`src/hdl/wcm_pkg.sv`:
```
// shared types, constants and helper functions for the wildcard pattern match counter
package wcm_pkg;

   // register indexes of the configuration port
   typedef enum logic [2:0] {
      CSR_PATTERN_LOW    = 3'd0,
      CSR_PATTERN_HIGH   = 3'd1,
      CSR_PATTERN_LENGTH = 3'd2,
      CSR_WILDCARD_ON    = 3'd3,
      CSR_IGNORE_CASE    = 3'd4,
      CSR_WHOLE_WORD     = 3'd5,
      CSR_NO_LINE_SPAN   = 3'd6,
      CSR_NON_OVERLAP    = 3'd7
   } wcm_csr_index_type;

   // result kinds
   localparam logic RESULT_MATCH   = 1'b0;
   localparam logic RESULT_SUMMARY = 1'b1;

   // character codes
   localparam logic [7:0] CHAR_UPPER_A   = 8'd65;
   localparam logic [7:0] CHAR_UPPER_Z   = 8'd90;
   localparam logic [7:0] CHAR_LOWER_A   = 8'd97;
   localparam logic [7:0] CHAR_LOWER_Z   = 8'd122;
   localparam logic [7:0] CASE_DISTANCE  = 8'd32;
   localparam logic [7:0] CHAR_UNDERLINE = 8'd95;
   localparam logic [7:0] CHAR_WILDCARD  = 8'd63;
   localparam logic [7:0] CHAR_LF        = 8'd10;
   localparam logic [7:0] CHAR_CR        = 8'd13;

   // pattern bytes held in the two pattern registers
   localparam int PATTERN_BYTES = 16;
   localparam int PLEN_W        = 5;
   localparam int WORD_W        = 32;

   // event queue between front and back
   localparam int QUEUE_DEPTH = 4;
   localparam int QPTR_W      = $clog2(QUEUE_DEPTH);
   localparam int QCNT_W      = $clog2(QUEUE_DEPTH + 1);

   // configuration as seen by the search logic
   typedef struct packed {
      logic [8*PATTERN_BYTES-1:0] pattern;
      logic [PLEN_W-1:0]          pattern_length;
      logic                       wildcard_on;
      logic                       ignore_case;
      logic                       whole_word;
      logic                       no_line_span;
      logic                       non_overlap;
   } wcm_cfg_type;

   // one classified byte: the results it causes
   typedef struct packed {
      logic              pend_conf;
      logic [WORD_W-1:0] pend_start;
      logic              cur_conf;
      logic [WORD_W-1:0] cur_start;
      logic              last;
   } wcm_event_type;

   // queue status towards front and back
   typedef struct packed {
      logic full;
      logic empty;
   } wcm_queue_status_type;

   // letter or underline
   function automatic logic is_word(input logic [7:0] c);
      return (c >= CHAR_UPPER_A && c <= CHAR_UPPER_Z) ||
             (c >= CHAR_LOWER_A && c <= CHAR_LOWER_Z) || (c == CHAR_UNDERLINE);
   endfunction

   // ascii letter to the opposite case, other bytes unchanged
   function automatic logic [7:0] flip_case(input logic [7:0] c);
      logic [7:0] r;
      r = c;
      if (c >= CHAR_UPPER_A && c <= CHAR_UPPER_Z) r = c + CASE_DISTANCE;
      else if (c >= CHAR_LOWER_A && c <= CHAR_LOWER_Z) r = c - CASE_DISTANCE;
      return r;
   endfunction

endpackage

```
`src/hdl/wcm_csr.sv`:
```
// configuration register file of the pattern match counter
module wcm_csr import wcm_pkg::*; (
   input  logic        clock,
   input  logic        reset,
   input  logic        csr_valid,
   input  logic [2:0]  csr_index,
   input  logic [63:0] csr_wdata,
   output wcm_cfg_type cfg
);

   wcm_cfg_type cfg_ff, cfg_in;

   // register write decode
   always_comb begin
      cfg_in = cfg_ff;
      if (csr_valid) begin
         case (wcm_csr_index_type'(csr_index))
            CSR_PATTERN_LOW:    cfg_in.pattern[63:0]   = csr_wdata;
            CSR_PATTERN_HIGH:   cfg_in.pattern[127:64] = csr_wdata;
            CSR_PATTERN_LENGTH: cfg_in.pattern_length  = csr_wdata[PLEN_W-1:0];
            CSR_WILDCARD_ON:    cfg_in.wildcard_on     = csr_wdata[0];
            CSR_IGNORE_CASE:    cfg_in.ignore_case     = csr_wdata[0];
            CSR_WHOLE_WORD:     cfg_in.whole_word      = csr_wdata[0];
            CSR_NO_LINE_SPAN:   cfg_in.no_line_span    = csr_wdata[0];
            CSR_NON_OVERLAP:    cfg_in.non_overlap     = csr_wdata[0];
            default:            cfg_in = cfg_ff;
         endcase
      end
   end

   always_ff @(posedge clock) begin
      if (reset) begin
         cfg_ff <= '{pattern_length: PLEN_W'(1), default: '0};
      end else begin
         cfg_ff <= cfg_in;
      end
   end

   assign cfg = cfg_ff;

endmodule

```
`src/hdl/wcm_front.sv`:
```
// front end: byte window, parallel pattern compare and match classification
module wcm_front import wcm_pkg::*; #(
   parameter int PATTERN_MAX = 16
) (
   input  logic                 clock,
   input  logic                 reset,
   input  wcm_cfg_type          cfg,
   input  logic                 req_valid,
   output logic                 req_ready,
   input  logic [7:0]           req_data_byte,
   input  logic                 req_last_byte,
   input  wcm_queue_status_type q_status,
   output logic                 ev_push,
   output wcm_event_type        ev
);

   localparam int HIST_DEPTH = PATTERN_MAX + 1;
   localparam int LEN_W      = $clog2(PATTERN_MAX + 1);
   localparam int FILL_W     = $clog2(HIST_DEPTH + 1);

   logic [7:0]        win_ff [HIST_DEPTH];
   logic [7:0]        win_in [HIST_DEPTH];
   logic [FILL_W-1:0] fill_ff, fill_in, fill_next;
   logic [WORD_W-1:0] offset_ff, offset_in;
   logic              pend_valid_ff, pend_valid_in;
   logic [WORD_W-1:0] pend_start_ff, pend_start_in;
   logic [WORD_W-1:0] nas_ff, nas_in;

   logic                   accept;
   logic [LEN_W-1:0]       len, len_m1;
   logic [WORD_W-1:0]      start_pos, nas_eff;
   logic                   pend_conf, bound_ok, before_ok, match, cur_conf, new_pend;
   logic [PATTERN_MAX-1:0] pos_ok;

   assign accept    = req_valid && !q_status.full;
   assign req_ready = !q_status.full;

   // effective pattern length, clamped to one and to the window
   always_comb begin
      if (cfg.pattern_length == '0) len = LEN_W'(1);
      else if (32'(cfg.pattern_length) > 32'(PATTERN_MAX)) len = LEN_W'(PATTERN_MAX);
      else len = LEN_W'(cfg.pattern_length);
   end
   assign len_m1 = len - LEN_W'(1);

   // window after this byte is shifted in
   always_comb begin
      win_in[0] = req_data_byte;
      for (int k = 1; k < HIST_DEPTH; k++) win_in[k] = win_ff[k-1];
   end
   assign fill_next = (fill_ff < FILL_W'(HIST_DEPTH)) ? fill_ff + FILL_W'(1) : fill_ff;

   // pending whole-word match is settled by this byte
   assign pend_conf = pend_valid_ff && !is_word(req_data_byte);

   // non-overlap bound, moved on by a pending match confirmed at this byte
   assign start_pos = offset_ff - WORD_W'(len_m1);
   assign nas_eff   = pend_conf ? pend_start_ff + WORD_W'(len) : nas_ff;
   assign bound_ok  = !cfg.non_overlap || (start_pos >= nas_eff);

   // one comparator per pattern byte
   for (genvar i = 0; i < PATTERN_MAX; i++) begin : g_pos
      logic [7:0] dk, pk;
      logic       hit, line_ok;
      if (i < PATTERN_BYTES) begin : g_pat
         assign pk = cfg.pattern[8*i +: 8];
      end else begin : g_zero
         assign pk = '0;
      end
      assign dk      = win_in[len_m1 - LEN_W'(i)];
      assign hit     = (dk == pk) || (cfg.wildcard_on && pk == CHAR_WILDCARD) ||
                       (cfg.ignore_case && dk == flip_case(pk));
      assign line_ok = !(cfg.no_line_span && (dk == CHAR_LF || dk == CHAR_CR));
      assign pos_ok[i] = !(LEN_W'(i) < len) || (hit && line_ok);
   end

   // word boundary in front of the candidate
   assign before_ok = !(cfg.whole_word && fill_next > FILL_W'(len) && is_word(win_in[len]));

   assign match    = (fill_next >= FILL_W'(len)) && (&pos_ok) && bound_ok && before_ok;
   assign new_pend = match && cfg.whole_word && !req_last_byte;
   assign cur_conf = match && !new_pend;

   // event towards the back end
   always_comb begin
      ev.pend_conf  = pend_conf;
      ev.pend_start = pend_start_ff;
      ev.cur_conf   = cur_conf;
      ev.cur_start  = start_pos;
      ev.last       = req_last_byte;
   end
   assign ev_push = accept && (pend_conf || cur_conf || req_last_byte);

   // stream state update, cleared at end of stream
   always_comb begin
      fill_in       = fill_next;
      offset_in     = offset_ff + WORD_W'(1);
      pend_valid_in = new_pend;
      pend_start_in = new_pend ? start_pos : pend_start_ff;
      nas_in        = cur_conf ? start_pos + WORD_W'(len) : nas_eff;
      if (req_last_byte) begin
         fill_in       = '0;
         offset_in     = '0;
         pend_valid_in = 1'b0;
         nas_in        = '0;
      end
   end

   always_ff @(posedge clock) begin
      if (reset) begin
         fill_ff       <= '0;
         offset_ff     <= '0;
         pend_valid_ff <= 1'b0;
         nas_ff        <= '0;
      end else if (accept) begin
         fill_ff       <= fill_in;
         offset_ff     <= offset_in;
         pend_valid_ff <= pend_valid_in;
         nas_ff        <= nas_in;
      end
   end

   always_ff @(posedge clock) begin
      if (accept) begin
         win_ff        <= win_in;
         pend_start_ff <= pend_start_in;
      end
   end

endmodule

```
`src/hdl/wcm_queue.sv`:
```
// short event queue between front and back end
module wcm_queue import wcm_pkg::*; (
   input  logic                 clock,
   input  logic                 reset,
   input  logic                 push,
   input  wcm_event_type        push_data,
   input  logic                 pop,
   output wcm_event_type        head,
   output wcm_queue_status_type status
);

   wcm_event_type     entry_ff [QUEUE_DEPTH];
   logic [QPTR_W-1:0] wr_ptr_ff, rd_ptr_ff;
   logic [QCNT_W-1:0] count_ff;

   assign status.full  = (count_ff == QCNT_W'(QUEUE_DEPTH));
   assign status.empty = (count_ff == '0);
   assign head         = entry_ff[rd_ptr_ff];

   // pointers and fill count
   always_ff @(posedge clock) begin
      if (reset) begin
         wr_ptr_ff <= '0;
         rd_ptr_ff <= '0;
         count_ff  <= '0;
      end else begin
         if (push) wr_ptr_ff <= wr_ptr_ff + QPTR_W'(1);
         if (pop) rd_ptr_ff <= rd_ptr_ff + QPTR_W'(1);
         if (push && !pop) count_ff <= count_ff + QCNT_W'(1);
         else if (pop && !push) count_ff <= count_ff - QCNT_W'(1);
      end
   end

   // storage
   always_ff @(posedge clock) begin
      if (push) entry_ff[wr_ptr_ff] <= push_data;
   end

endmodule

```
`src/hdl/wcm_back.sv`:
```
// back end: match counter and one result word per cycle, while the output is free, from each event
module wcm_back import wcm_pkg::*; (
   input  logic                 clock,
   input  logic                 reset,
   input  wcm_event_type        q_head,
   input  wcm_queue_status_type q_status,
   output logic                 q_pop,
   output logic                 rsp_valid,
   input  logic                 rsp_ready,
   output logic                 rsp_result_kind,
   output logic [WORD_W-1:0]    rsp_match_start,
   output logic [WORD_W-1:0]    rsp_match_total,
   output logic                 rsp_last_result
);

   logic              work_valid_ff;
   wcm_event_type     work_ff, work_rem;
   logic [WORD_W-1:0] count_ff, count_inc;
   logic              rsp_valid_ff;
   logic              kind_ff, last_ff;
   logic [WORD_W-1:0] start_ff, total_ff;

   logic              out_free, emit, work_done;
   logic              sel_kind;
   logic [WORD_W-1:0] sel_start, sel_total;

   assign out_free  = !rsp_valid_ff || rsp_ready;
   assign emit      = work_valid_ff && out_free;
   assign count_inc = (count_ff == '1) ? count_ff : count_ff + WORD_W'(1);

   // pick the first outstanding result of the event in hand
   always_comb begin
      work_rem  = work_ff;
      sel_kind  = RESULT_SUMMARY;
      sel_start = '0;
      sel_total = count_ff;
      if (work_ff.pend_conf) begin
         sel_kind           = RESULT_MATCH;
         sel_start          = work_ff.pend_start;
         sel_total          = count_inc;
         work_rem.pend_conf = 1'b0;
      end else if (work_ff.cur_conf) begin
         sel_kind          = RESULT_MATCH;
         sel_start         = work_ff.cur_start;
         sel_total         = count_inc;
         work_rem.cur_conf = 1'b0;
      end else begin
         work_rem.last = 1'b0;
      end
   end
   assign work_done = !(work_rem.pend_conf || work_rem.cur_conf || work_rem.last);

   assign q_pop = !q_status.empty && (!work_valid_ff || (emit && work_done));

   // event in hand
   always_ff @(posedge clock) begin
      if (reset) begin
         work_valid_ff <= 1'b0;
      end else if (q_pop) begin
         work_valid_ff <= 1'b1;
      end else if (emit && work_done) begin
         work_valid_ff <= 1'b0;
      end
   end

   always_ff @(posedge clock) begin
      if (q_pop) work_ff <= q_head;
      else if (emit) work_ff <= work_rem;
   end

   // running match total
   always_ff @(posedge clock) begin
      if (reset) begin
         count_ff <= '0;
      end else if (emit && sel_kind == RESULT_MATCH) begin
         count_ff <= count_inc;
      end
   end

   // output register
   always_ff @(posedge clock) begin
      if (reset) begin
         rsp_valid_ff <= 1'b0;
      end else if (emit) begin
         rsp_valid_ff <= 1'b1;
      end else if (rsp_ready) begin
         rsp_valid_ff <= 1'b0;
      end
   end

   always_ff @(posedge clock) begin
      if (emit) begin
         kind_ff  <= sel_kind;
         start_ff <= sel_start;
         total_ff <= sel_total;
         last_ff  <= work_done;
      end
   end

   assign rsp_valid       = rsp_valid_ff;
   assign rsp_result_kind = kind_ff;
   assign rsp_match_start = start_ff;
   assign rsp_match_total = total_ff;
   assign rsp_last_result = last_ff;

endmodule

```
`src/hdl/wildcard_pattern_match_counter_top.sv`:
```
// top level of the wildcard pattern match counter
// Searches a byte stream for a configured pattern of up to PATTERN_MAX bytes (bytes past the
// sixteenth read as zero) with wildcard, case folding, whole word, no line span and
// non-overlap options. One byte is accepted per clock while the four-entry event queue between
// the compare front end and the result back end has room; the whole pattern is compared in
// parallel against a shift window in that same cycle. The back end sends one result word per
// clock while the result port is ready, so a byte that causes two or three results (settled
// whole-word match, new match, end-of-stream summary) takes one output word each, and the
// queue absorbs such bursts. A byte's first result passes through the event queue, the back
// end's event register and its output register. Configuration registers take effect at the
// next byte and are to be written only when the block is idle; the block does not enforce it.
module wildcard_pattern_match_counter_top import wcm_pkg::*; #(
   parameter int PATTERN_MAX = 16
) (
   input  logic        clock,
   input  logic        reset,
   input  logic        csr_valid,
   output logic        csr_ready,
   input  logic [2:0]  csr_index,
   input  logic [63:0] csr_wdata,
   input  logic        req_valid,
   output logic        req_ready,
   input  logic [7:0]  req_data_byte,
   input  logic        req_last_byte,
   output logic        rsp_valid,
   input  logic        rsp_ready,
   output logic        rsp_result_kind,
   output logic [31:0] rsp_match_start,
   output logic [31:0] rsp_match_total,
   output logic        rsp_last_result
);

   wcm_cfg_type          cfg;
   wcm_event_type        ev, q_head;
   wcm_queue_status_type q_status;
   logic                 ev_push, q_pop;

   // configuration writes are always taken
   assign csr_ready = 1'b1;

   wcm_csr u_csr (
      .clock     (clock),
      .reset     (reset),
      .csr_valid (csr_valid),
      .csr_index (csr_index),
      .csr_wdata (csr_wdata),
      .cfg       (cfg)
   );

   wcm_front #(
      .PATTERN_MAX (PATTERN_MAX)
   ) u_front (
      .clock         (clock),
      .reset         (reset),
      .cfg           (cfg),
      .req_valid     (req_valid),
      .req_ready     (req_ready),
      .req_data_byte (req_data_byte),
      .req_last_byte (req_last_byte),
      .q_status      (q_status),
      .ev_push       (ev_push),
      .ev            (ev)
   );

   wcm_queue u_queue (
      .clock     (clock),
      .reset     (reset),
      .push      (ev_push),
      .push_data (ev),
      .pop       (q_pop),
      .head      (q_head),
      .status    (q_status)
   );

   wcm_back u_back (
      .clock           (clock),
      .reset           (reset),
      .q_head          (q_head),
      .q_status        (q_status),
      .q_pop           (q_pop),
      .rsp_valid       (rsp_valid),
      .rsp_ready       (rsp_ready),
      .rsp_result_kind (rsp_result_kind),
      .rsp_match_start (rsp_match_start),
      .rsp_match_total (rsp_match_total),
      .rsp_last_result (rsp_last_result)
   );

`ifndef SYNTHESIS
   // a summary is always the final word of its byte
   a_summary_last: assert property (@(posedge clock) disable iff (reset)
      rsp_valid && rsp_result_kind == RESULT_SUMMARY |-> rsp_last_result)
      else $error("summary word not marked as last");

   // a summary carries no start offset
   a_summary_start: assert property (@(posedge clock) disable iff (reset)
      rsp_valid && rsp_result_kind == RESULT_SUMMARY |-> rsp_match_start == '0)
      else $error("summary word with non-zero start");

   // a confirmed match has been counted
   a_match_counted: assert property (@(posedge clock) disable iff (reset)
      rsp_valid && rsp_result_kind == RESULT_MATCH |-> rsp_match_total != '0)
      else $error("match word with zero total");

   // the front end never pushes into a full queue
   a_queue_push: assert property (@(posedge clock) disable iff (reset)
      ev_push |-> !q_status.full)
      else $error("event pushed into full queue");
`endif

endmodule

```
`config.mk`:
```
export PLATFORM = sky130hd
export DESIGN_NAME = wildcard_pattern_match_counter_top
export DESIGN_NICKNAME = d
export VERILOG_FILES = /design/src/hdl/wcm_pkg.sv /design/src/hdl/wcm_csr.sv /design/src/hdl/wcm_front.sv /design/src/hdl/wcm_queue.sv /design/src/hdl/wcm_back.sv /design/src/hdl/wildcard_pattern_match_counter_top.sv
export SDC_FILE = /design/constraint.sdc
export NUM_CORES = 2
export LEC_CHECK = 0
export ABC_CLOCK_PERIOD_IN_PS = 17800
export BUFFER_PORTS_ARGS = -buffer_cell sky130_fd_sc_hd__buf_2
export CAP_MARGIN = 30
export CORE_MARGIN = 1.5
export CORE_UTILIZATION = 55
export CTS_BUF_LIST = sky130_fd_sc_hd__clkbuf_4 sky130_fd_sc_hd__clkbuf_8 sky130_fd_sc_hd__clkbuf_16
export DETAILED_ROUTE_END_ITERATION = 8
export MAX_ROUTING_LAYER = met4
export PLACE_DENSITY = 0.72
export SLEW_MARGIN = 25
export SYNTH_ARGS = -nofsm -noshare
export SYNTH_HDL_FRONTEND = slang
export SYNTH_SLANG_ARGS = --single-unit
```
`constraint.sdc`:
```
create_clock -name clock -period 17.8 [get_ports clock]
set_input_delay 5.34 -clock clock [delete_from_list [all_inputs] [get_ports clock]]
set_output_delay 5.34 -clock clock [all_outputs]
set_load 0.02 [all_outputs]
```
==> flow_results.org <==
** STA
- Setup repair after global routing missed its margin :: no
- Across all setup checks in the final design, the least slack found is between 6 and 7 ns.
- The max-slew violation count is 0.
- Worst Max-Slew Pin Slew :: 1.31 ns
- After layout, the worst path uses 63.2% of the clock period.
- Setup violations remaining at the end of the flow were counted as 0.
- For the final database, setup skew stands at 0.0638 ns.
- Worst rel slew slack :: 10.1%
- The worst path needs roughly 11 ns of the cycle, external delays included.
- Static timing analysis puts the maximum clock frequency at 88.9 MHz.
- Final-layout setup total negative slack :: 0 ns
- Count of endpoints failing hold in the final timing report :: 0

** CTS
- After clock tree synthesis, the flow added hold-fix buffers numbering 0.
- Number of gates resized after CTS :: 0
- Sink Count :: 812
- Buffers from clock root to sink, at most :: 3
- At the later pin of the worst-skew pair, clock insertion delay measures approximately 0.71 ns.
- Number of buffers created by CTS :: 85
- H-Tree Depth :: 3
- The root buffer cell chosen for the clock tree is sky130_fd_sc_hd__clkbuf_16.
- Clock transition at the registers of the reported paths :: 0.07 ns
- Number of post-CTS setup repair buffers :: 0
- Clock tree from TritonCTS :: built

** Power
- For this design the ratio of total power to cell area is 105 mW/mm2.
- The share of total power dissipated in the clock network is 30.1%.
- Power Internal :: 3.99 mW
- For this design the static power due to leakage is 20.3 nW.
- Sw frac :: 34.8%
- Psw :: approximately 2.1 mW
- Comb pwr share :: between 20% and 30%
- Across the VDD grid, the largest voltage drop is 91.3 uV.
- Part of the power in registers :: 42.1%

** Die
- Floorplan Core Area :: 0.0966 mm2
- For this configuration, the core starts out at a cell density of a little under three fifths.
- # rows :: about 110
- Chip height :: 315 um
- Die width :: 315 um
- Full die area :: between 0.09 and 0.1 mm2
- 150 I/O pins were placed.

** Cells and area
- Compared with the post-synthesis result, the final layout area differs by 8.97%.
- Non-filler instance count after layout :: around 7000
- Layout cells sized above 1 :: 14.4%
- After filler insertion, the fill cell instance count of the layout stands at 7952.
- After the last flow step, the layout net total stands at 5678.

** Global route
- The number of global-route vias before repair came to 44500.
- Across every metal layer, demand over resource in global routing totals a little over two fifths.
- Maximum number of pins on one net before global-route repair :: 117
- Initial antenna violation count :: 13
- For this run the aggregate overflow at the end of global routing stands at 0.
- The first global-routing pass estimated roughly 300000 um of wire.

** Synth
- The synthesized netlist contains 123 unique library cells.
- Summing every instance area after synthesis gives roughly 0.054 mm2.
- Top_reg_cell synth :: sky130_fd_sc_hd__edfxtp_1
- Number of enable-type register cells in the synthesized netlist :: approximately 560
- Synthesized net count :: roughly 5700
- Synthesis inferred 812 register bits.
- Share of the yosys chip area belonging to registers :: between 40% and 50%
- Synthesis produced 5479 cells.
- Of all flip-flops after synthesis, the portion carrying an async set or reset was 0%.
- For this run, the number of Yosys warnings is 0.
- A synthesized cell averages 9.78 um2.

** Run status
- The flow ran to the end, and the final reports show no timing, DRC or antenna violations.

** Worst setup path
- The worst register-to-register path ends at u_queue.entry_ff[3][61]$_DFFE_PP_.
- STA classifies the critical path startpoint as an input port.
- At the worst endpoint, the required time is 18.08 ns.
- Worst reg2reg path depth :: 26
- WP data arrival :: 11.53 ns
- The setup check on the worst reg-to-reg path leaves a slack of 7.64 ns.
- The worst register-to-register path begins at u_csr.cfg[9]$_SDFFE_PP0P_.
- Critical path class :: input port to flop
- Setup crit end kind :: flop
- Of all nets on the critical path, the largest fanout is between 60 and 70.

** Worst hold path
- Counting instances, the worst hold path has a depth of 1.
- Class of the worst hold path :: flop to flop
- Min-delay src :: u_front.nas_ff[1]$_SDFFE_PP0P_
- Sink of the worst hold path :: u_front.nas_ff[1]$_SDFFE_PP0P_

** Drt
- Across all layers, the routed design uses 47500 vias.
- Wires add up to 212000 um.
- Pre-antenna DRT Iters :: 7
- In the routed design, unresolved DRC markers number 0.
- For this block, the initial DRC count from the detailed router was 5812.
- In this run the remaining antenna-violating nets after routing total 0.
- After detailed routing, the average wire length per cell comes to 31.0 um.
- Via count normalized by instance count :: approximately 6.9

** Placed design
- OpenSTA, run right after detailed placement, puts the worst setup slack at 5.99 ns.
- Input and output buffers added on the ports amount to between 100 and 150.
- After legalization and detailed placement, the total HPWL measured 152000 um.
- Counting tap cells, the placed design contains a total of around 6700 instances.
- At the end of routability-driven placement, the weighted congestion stood at 1.13.

** Job
- Max Cap Violations :: 0
[state kept, by name, indices dropped and copies added (netlist names), 3 cells and up, named ones only]
register / flops
u_queue.entry_ff: 268
u_csr.cfg: 138
u_front.win_ff: 128
u_back.work_ff: 67
u_back.count_ff: 32
u_back.rsp_match_start: 32
u_back.rsp_match_total: 32
u_front.nas_ff: 32
u_front.offset_ff: 32
u_front.pend_start_ff: 32
u_front.fill_ff: 5
u_queue.count_ff: 3
[cells by family (layout without fill, tap and decap cells)]
family	Yosys count	count (layout)	share of synthesized area, %
DFF	812	812	40.8
buffers and inverters	523	582	4.25
muxes	369	369	10.6
and+or+nand+nor	1969	1969	18.3
AOI/OAI and AO/OA	1364	1364	17.6
other	1	20	0.00700
adders and majority gates	128	128	3.03
xor gates and xnor gates	313	313	5.26
[placed cells by master (no fill, tap or decap), types with 136 or more instances in the layout]
cell	n
sky130_fd_sc_hd__dfxtp_1	245
sky130_fd_sc_hd__o21ai_0	195
sky130_fd_sc_hd__edfxtp_1	561
sky130_fd_sc_hd__mux4_2	155
sky130_fd_sc_hd__mux2i_1	165
sky130_fd_sc_hd__buf_2	148
sky130_fd_sc_hd__nor2_1	352
sky130_fd_sc_hd__xnor2_1	171
sky130_fd_sc_hd__nand3_1	173
sky130_fd_sc_hd__nand2_1	615
sky130_fd_sc_hd__a21oi_1	374
sky130_fd_sc_hd__xor2_1	136
[layer usage]
layer  routed length, um  vias up  track usage [%]
met5                   0        -                -
met4               18700        0             31.9
met3               19600      759             9.81
met2               98900     2819             67.8
met1               74400    23200             48.5
li1                    -    20700                -
[cells in the mapped netlist (102+ instances only)]
cell type	number	share of area, %
sky130_fd_sc_hd__a21oi_1	375	3.5
sky130_fd_sc_hd__clkbuf_1	240	1.7
sky130_fd_sc_hd__dfxtp_1	251	9.4
sky130_fd_sc_hd__edfxtp_1	561	31
sky130_fd_sc_hd__ha_1	125	2.9
sky130_fd_sc_hd__inv_1	133	0.93
sky130_fd_sc_hd__mux2i_1	165	3.1
sky130_fd_sc_hd__mux4_2	155	6.5
sky130_fd_sc_hd__nand2_1	618	4.3
sky130_fd_sc_hd__nand2b_1	102	1.2
sky130_fd_sc_hd__nand3_1	173	1.6
sky130_fd_sc_hd__nor2_1	353	2.5
sky130_fd_sc_hd__nor3_1	123	1.1
sky130_fd_sc_hd__o21ai_0	196	1.8
sky130_fd_sc_hd__xnor2_1	171	2.8
sky130_fd_sc_hd__xor2_1	136	2.2
[stage by stage]
step / hold WS [ns] / util (%) / area (um2) / total power [mW]
detailed placement: 0.462 / 57.3 / 55400 / 4.24
finish: 0.479 / 60.4 / 58400 / 6.11
CTS: 0.478 / 60.3 / 58200 / 6.08
global route: 0.495 / 60.4 / 58300 / 6.29
floorplan: 0.431 / - / 53600 / 3.59
global placement: 0.451 / 57.3 / 55300 / 4.20
[worst max path at each step]
stage	to	start	cells past startpoint
floorplan	u_queue.entry_ff[0][0]$_DFFE_PP_	req_data_byte[3]	18
global placement	u_queue.entry_ff[0][27]$_DFFE_PP_	req_data_byte[3]	24
detailed placement	u_queue.entry_ff[0][61]$_DFFE_PP_	req_data_byte[3]	22
CTS	u_queue.entry_ff[0][30]$_DFFE_PP_	req_data_byte[3]	22
global route	u_queue.entry_ff[3][61]$_DFFE_PP_	req_data_byte[2]	24
finish	u_queue.entry_ff[3][61]$_DFFE_PP_	req_data_byte[3]	24
[critical path: stages]
cell and delay (ns):
sky130_fd_sc_hd__buf_2 0.18, sky130_fd_sc_hd__or4_1 0.53, sky130_fd_sc_hd__o21ai_0 0.32, sky130_fd_sc_hd__o21ai_4 0.06
sky130_fd_sc_hd__buf_4 0.31, sky130_fd_sc_hd__inv_1 0.30, sky130_fd_sc_hd__nand2_1 0.08, sky130_fd_sc_hd__nand2_1 0.08
sky130_fd_sc_hd__ha_1 0.12, sky130_fd_sc_hd__nand2b_1 0.09, sky130_fd_sc_hd__a21o_1 0.11, sky130_fd_sc_hd__a21o_1 0.11
sky130_fd_sc_hd__a21oi_1 0.06, sky130_fd_sc_hd__o21ai_0 0.19, sky130_fd_sc_hd__a21oi_1 0.13, sky130_fd_sc_hd__o211ai_1 0.40
sky130_fd_sc_hd__o211ai_1 0.15, sky130_fd_sc_hd__and4bb_2 0.40, sky130_fd_sc_hd__nand4_1 0.15, sky130_fd_sc_hd__nor4_2 0.61
sky130_fd_sc_hd__buf_4 0.29, sky130_fd_sc_hd__a21oi_1 0.21, sky130_fd_sc_hd__nor3b_2 0.34, sky130_fd_sc_hd__buf_4 0.77
[final cells by class]
| type | instances | area [um2] | share of cell area (%) |
|---|---|---|---|
| Clock buffer | 102 | 2300 | 3.94 |
| Clock inverter | 54 | 579 | 0.993 |
| Tap cell | 1276 | 1600 | 2.74 |
| Sequential cell | 812 | 21900 | 37.5 |
| Multi-Input combinational cell | 4144 | 29600 | 50.7 |
| Timing Repair Buffer | 283 | 1810 | 3.10 |
| Inverter | 143 | 547 | 0.937 |
| Antenna cell | 19 | 47.5 | 0.0815 |
[power by group through the flow]
stage | Clock (mW) | Combinational, mW | Sequential, mW
4_1_cts | 1.85 | 1.66 | 2.57
2_1_floorplan | 0 | 1.01 | 2.58
6_report | 1.84 | 1.70 | 2.58
3_3_place_gp | 0 | 1.61 | 2.59
5_1_grt | 1.92 | 1.77 | 2.59
3_5_place_dp | 0 | 1.64 | 2.60
No activity file was read; power rests on OpenSTA's default activity.
